**src/rtl/pkhfa_ram.sv**
```systemverilog
// Generic single-write, single-read RAM with registered read data.
module pkhfa_ram #(
  parameter int WIDTH = 8,
  parameter int DEPTH = 16
) (
  input  logic                     clk_i,
  input  logic                     we_i,
  input  logic [$clog2(DEPTH)-1:0] waddr_i,
  input  logic [WIDTH-1:0]         wdata_i,
  input  logic [$clog2(DEPTH)-1:0] raddr_i,
  output logic [WIDTH-1:0]         rdata_o
);

  logic [WIDTH-1:0] mem_q [DEPTH];
  logic [WIDTH-1:0] rdata_q;

  always_ff @(posedge clk_i) begin
    if (we_i) begin
      mem_q[waddr_i] <= wdata_i;
    end
    rdata_q <= mem_q[raddr_i];
  end

  assign rdata_o = rdata_q;

endmodule
```
**config.mk**
```make
export PLATFORM = sky130hd
export DESIGN_NAME = pkhfa_ram
export DESIGN_NICKNAME = d
export VERILOG_FILES = /design/src/rtl/pkhfa_ram.sv
export SDC_FILE = /design/constraint.sdc
export NUM_CORES = 1
export LEC_CHECK = 0
export BUFFER_PORTS_ARGS = -buffer_cell sky130_fd_sc_hd__buf_2
export CAP_MARGIN = 20
export CORE_MARGIN = 2
export CORE_UTILIZATION = 60
export DETAILED_ROUTE_END_ITERATION = 10
export MAX_ROUTING_LAYER = met4
export PLACE_DENSITY = 0.78
export SLEW_MARGIN = 20
export SYNTH_ARGS = -nofsm -noshare
export SYNTH_HDL_FRONTEND = slang
export SYNTH_SLANG_ARGS = --single-unit
```
**constraint.sdc**
```tcl
create_clock -name clk_i -period 5.2 [get_ports clk_i]
set_input_delay 1.04 -clock clk_i [delete_from_list [all_inputs] [get_ports clk_i]]
set_output_delay 1.04 -clock clk_i [all_outputs]
set_load 0.02 [all_outputs]
```
## Word level (Yosys, flattened, before mapping)

Memory sizes are Yosys's and may differ from the RTL's. A register that Yosys moved wholly into a read port is not among the register bits.
Cells that the tools add are included.

| storage, ports and cells | value |
|---|---|
| bits in registers | 0 |
| RAM bits | 128 |
| input bits | 18 |
| logic and storage cells | 3 |
| memories | 1 |

| operators by class | value |
|---|---|
| mux-type cells | 2 |

Memory list:

| memory | words | bits a word | read ports | clocked after Yosys merged registers in | wr ports | RTL line | source |
|---|---|---|---|---|---|---|---|
| mem_q | 16 | 8 | 1 | 1 | 1 | 14 | `logic [WIDTH-1:0] mem_q [DEPTH];` |

Operators with widths:

| operator | number |
|---|---|
| 2-to-1 mux 1 bit | 2 |

## Logic depth before layout (Yosys ltp)

| logic depth | value |
|---|---|
| depth in word-level cells | 2 |
| mapped depth | 5 |
| mapped depth without buffers | 3 |

## Worst setup path before layout

Ideal clock, no wire load.

| timing | value |
|---|---|
| kind | input to register |
| start | input waddr_i[2] |
| end | memory mem_q[0][0], enable pin |
| library setup time | 0.383 ns |
| arrival | 2.150 ns |
| required time | 4.817 ns |
| slack | 2.667 ns |
| stages | 2 |
| path through | or3b_2 -> nor3_1 |

RTL lines:

| element | RTL line | source |
|---|---|---|
| start, declared | 8 | `input logic [$clog2(DEPTH)-1:0] waddr_i,` |
| end, declared | 14 |  |

Straight into the memory's write port.

==> impl_results.md <==
- Vias in the first global route: roughly 2,500
- Total number of vias: ~2,500
- Setup Skew: about 0.0057 ns
- Max frequency: ~400 MHz
- Hold path startpoint: mem_q[14][7]$_DFFE_PP_
- Overflow after GRT: 0
- Routability congestion estimate: approximately 0.78
- Post-Layout Cell Count: about 380
- CP Class: in2reg
- Inserted Diodes: 0
- Die H: 96.63 microns
- Num Clock Sinks: approximately 140
- Hold_buf cts: 0
- Largest family of logic cells by synthesized area: multiplexers
- RSZ-0062 raised after global routing: no
- Fin area: 5931 sq um
- Placed cell count: around 350
- Post-DP Area: approximately 5300 sq um
- Dpl ws: 2.159 ns
- Yosys cell types: 19
- First-pass GRT wire length: 14,990 microns
- Post-synth EDFFs: 128
- Syn_nets: 247
- Avg Inst Size Synth: 22.48 sq um
- Vias per cell: 6.471
- Hold Path Class: reg2reg
- Post-layout util: 0.7182
- Cell taking the most area after synthesis: edfxtp_1
- Die area: 9336 sq um
- WP data arrival: between 2 and 3 ns
- Top cell type's share of synthesized area: 0.7467
- Setup repair bufs after CTS: 0
- Pin count of the biggest net entering global routing: 33
- Relative slew slack: 0.3239
- Sequential area share after synthesis: 0.7778
- Dpl hpwl: 5688 microns
- Fillers: between 400 and 500
- Leakage power: 1.982 nW
- Synthesized-area fraction occupied by adder cells: 0
- Compound-gate portion of the synthesized area: 0.02333
- Hold_ws: 0.6660 ns
- Core Area: roughly 8300 sq um
- Die X: 96.63 microns
- VDD IR max: about 240 uV
- DR iter-0 viols: approximately 320
- Simple-gate portion of the synthesized area: 0.03184
- Synth top cells by count: edfxtp_1, mux4_2, a22oi_1
- Drt first pass iters: 5
- Clk slew on worst S/H paths: approximately 0.060 ns
- Share of layout cells above drive strength 1: 0.2760
- Final Slew Violations: 0
- Crit Path Max Fanout: 32
- CP startpoint: raddr_i[0]
- Row count: 33
- Root Driver: clkbuf_8
- Final Hold Viols: 0
- Post-CTS sizing: 0
- Pin slew with the least headroom to its limit: 1.014 ns
- Mux share of post-synthesis cell area: 0.1502
- Final Cycle Share: 0.4841
- Boundary Pins: 26
- Post-route ant nets: 0
- Asr flop ratio synth: 0
- Final min period: 2.517 ns
- Power Total: around 2.5 mW
- Skew-Pair Late Insertion Delay: between 0.5 and 0.6 ns
- Synthesized area: approximately 5000 sq um
- Setup TNS: 0 ns
- Mapped Cells: 229
- Synth-to-layout area growth: 15.22%
- Ys Warns: 0
- Power Dens Cells: ~420 nW/um^2
- Effective utilization at floorplan: 0.6233
- Nets@finish: roughly 280
- Synth top area cells: edfxtp_1, mux4_2, mux4_1
- Port Buffers: 25
- Type of origin of the critical path: primary input
- XOR/XNOR Fraction of Synth Area: 0
- Wire length per cell: about 26 microns
- Drt total wl: between 9000 and 10,000 microns
- TritonCTS clock tree: built
- Max-cap violations: 0
- Outcome: finished clean
- Worst r2r src: mem_q[8][5]$_DFFE_PP_
- Critical Path RT: approximately 5.6 ns
- GRT Util Overall: 0.2328
- CP Capture Type: flip-flop
- Synth Flop Type: edfxtp_1
- Antenna violations before repair: 0
- DRC Markers: 0
- Htree depth: 4
- CTS max path bufs: 2
- CTS buffer count: 17
- Final Setup Violations: 0
- Final worst slack: roughly 2.7 ns
- Most numerous cell in the Yosys netlist: edfxtp_1
- Yosys reg bits: 136
## logic make-up (layout without fill, tap and decap cells)
kind of cell	count (synthesis)	after routing
AOI/OAI and AO/OA	16	16
buffers and inverters	10	60
DFF	136	136
muxes	32	32
and+or+nand+nor	35	35
## final timing paths
kind              slack [ns]                 end  depth (start not counted)
hold reg to reg         0.67  rdata_o[7]$_DFF_P_                          3
hold / removal          0.67  rdata_o[7]$_DFF_P_                          3
setup reg to reg        3.78  rdata_o[5]$_DFF_P_                          3
setup / recovery        2.68  rdata_o[5]$_DFF_P_                          4
## flip-flops by register name, summed over array words and instances, names as in the netlist
register,cells
mem_q,128
rdata_o,8
## cells in the final DEF (no fill, tap or decap), types with 2 or more instances in the layout
cell / Yosys / final
buf_4: 1 / 3
bufinv_16: 0 / 3
buf_2: 3 / 25
clkinvlp_4: 0 / 5
mux4_2: 18 / 18
a22oi_1: 16 / 16
clkbuf_1: 0 / 2
mux4_1: 14 / 14
nand2b_1: 2 / 2
dfxtp_1: 8 / 8
clkinv_2: 0 / 2
nor2_1: 13 / 13
edfxtp_1: 128 / 128
clkbuf_16: 0 / 16
nand2_1: 9 / 9
clkbuf_8: 0 / 2
nor3_1: 4 / 3
nand3b_1: 2 / 2
## power breakdown
group          internal [mW]  total [mW]  leakage [nW]  switching (mW)
logic                 0.0441       0.115         0.487          0.0713
registers               1.23        1.23          1.22         0.00777
clock network          0.740        1.17         0.271           0.430
total                   2.01        2.52          1.98           0.509
## critical path, stage by stage
cell,delay [ns]
buf_2,0.75
mux4_1,0.66
a22oi_1,0.31
nand2_1,0.12
## final cells by class
| cell class | count | area (sq um) | share of cell area |
|---|---|---|---|
| Clock buffer | 20 | 435.4 | 0.07342 |
| Clock inverter | 12 | 150.1 | 0.02532 |
| Multi-Input combinational cell | 83 | 1062 | 0.1791 |
| Sequential cell | 136 | 4004 | 0.6751 |
| Tap cell | 105 | 131.4 | 0.02215 |
| Timing Repair Buffer | 28 | 147.6 | 0.02489 |
## per-layer routing
metal	up-vias	GRT usage	part of all wire
li1	1048	-	-
met1	1308	0.3191	0.41
met2	117	0.3462	0.51
met3	12	0.05997	0.071
met4	0	0.08667	0.012
met5	-	-	0
(Power assumes the default switching activity.)
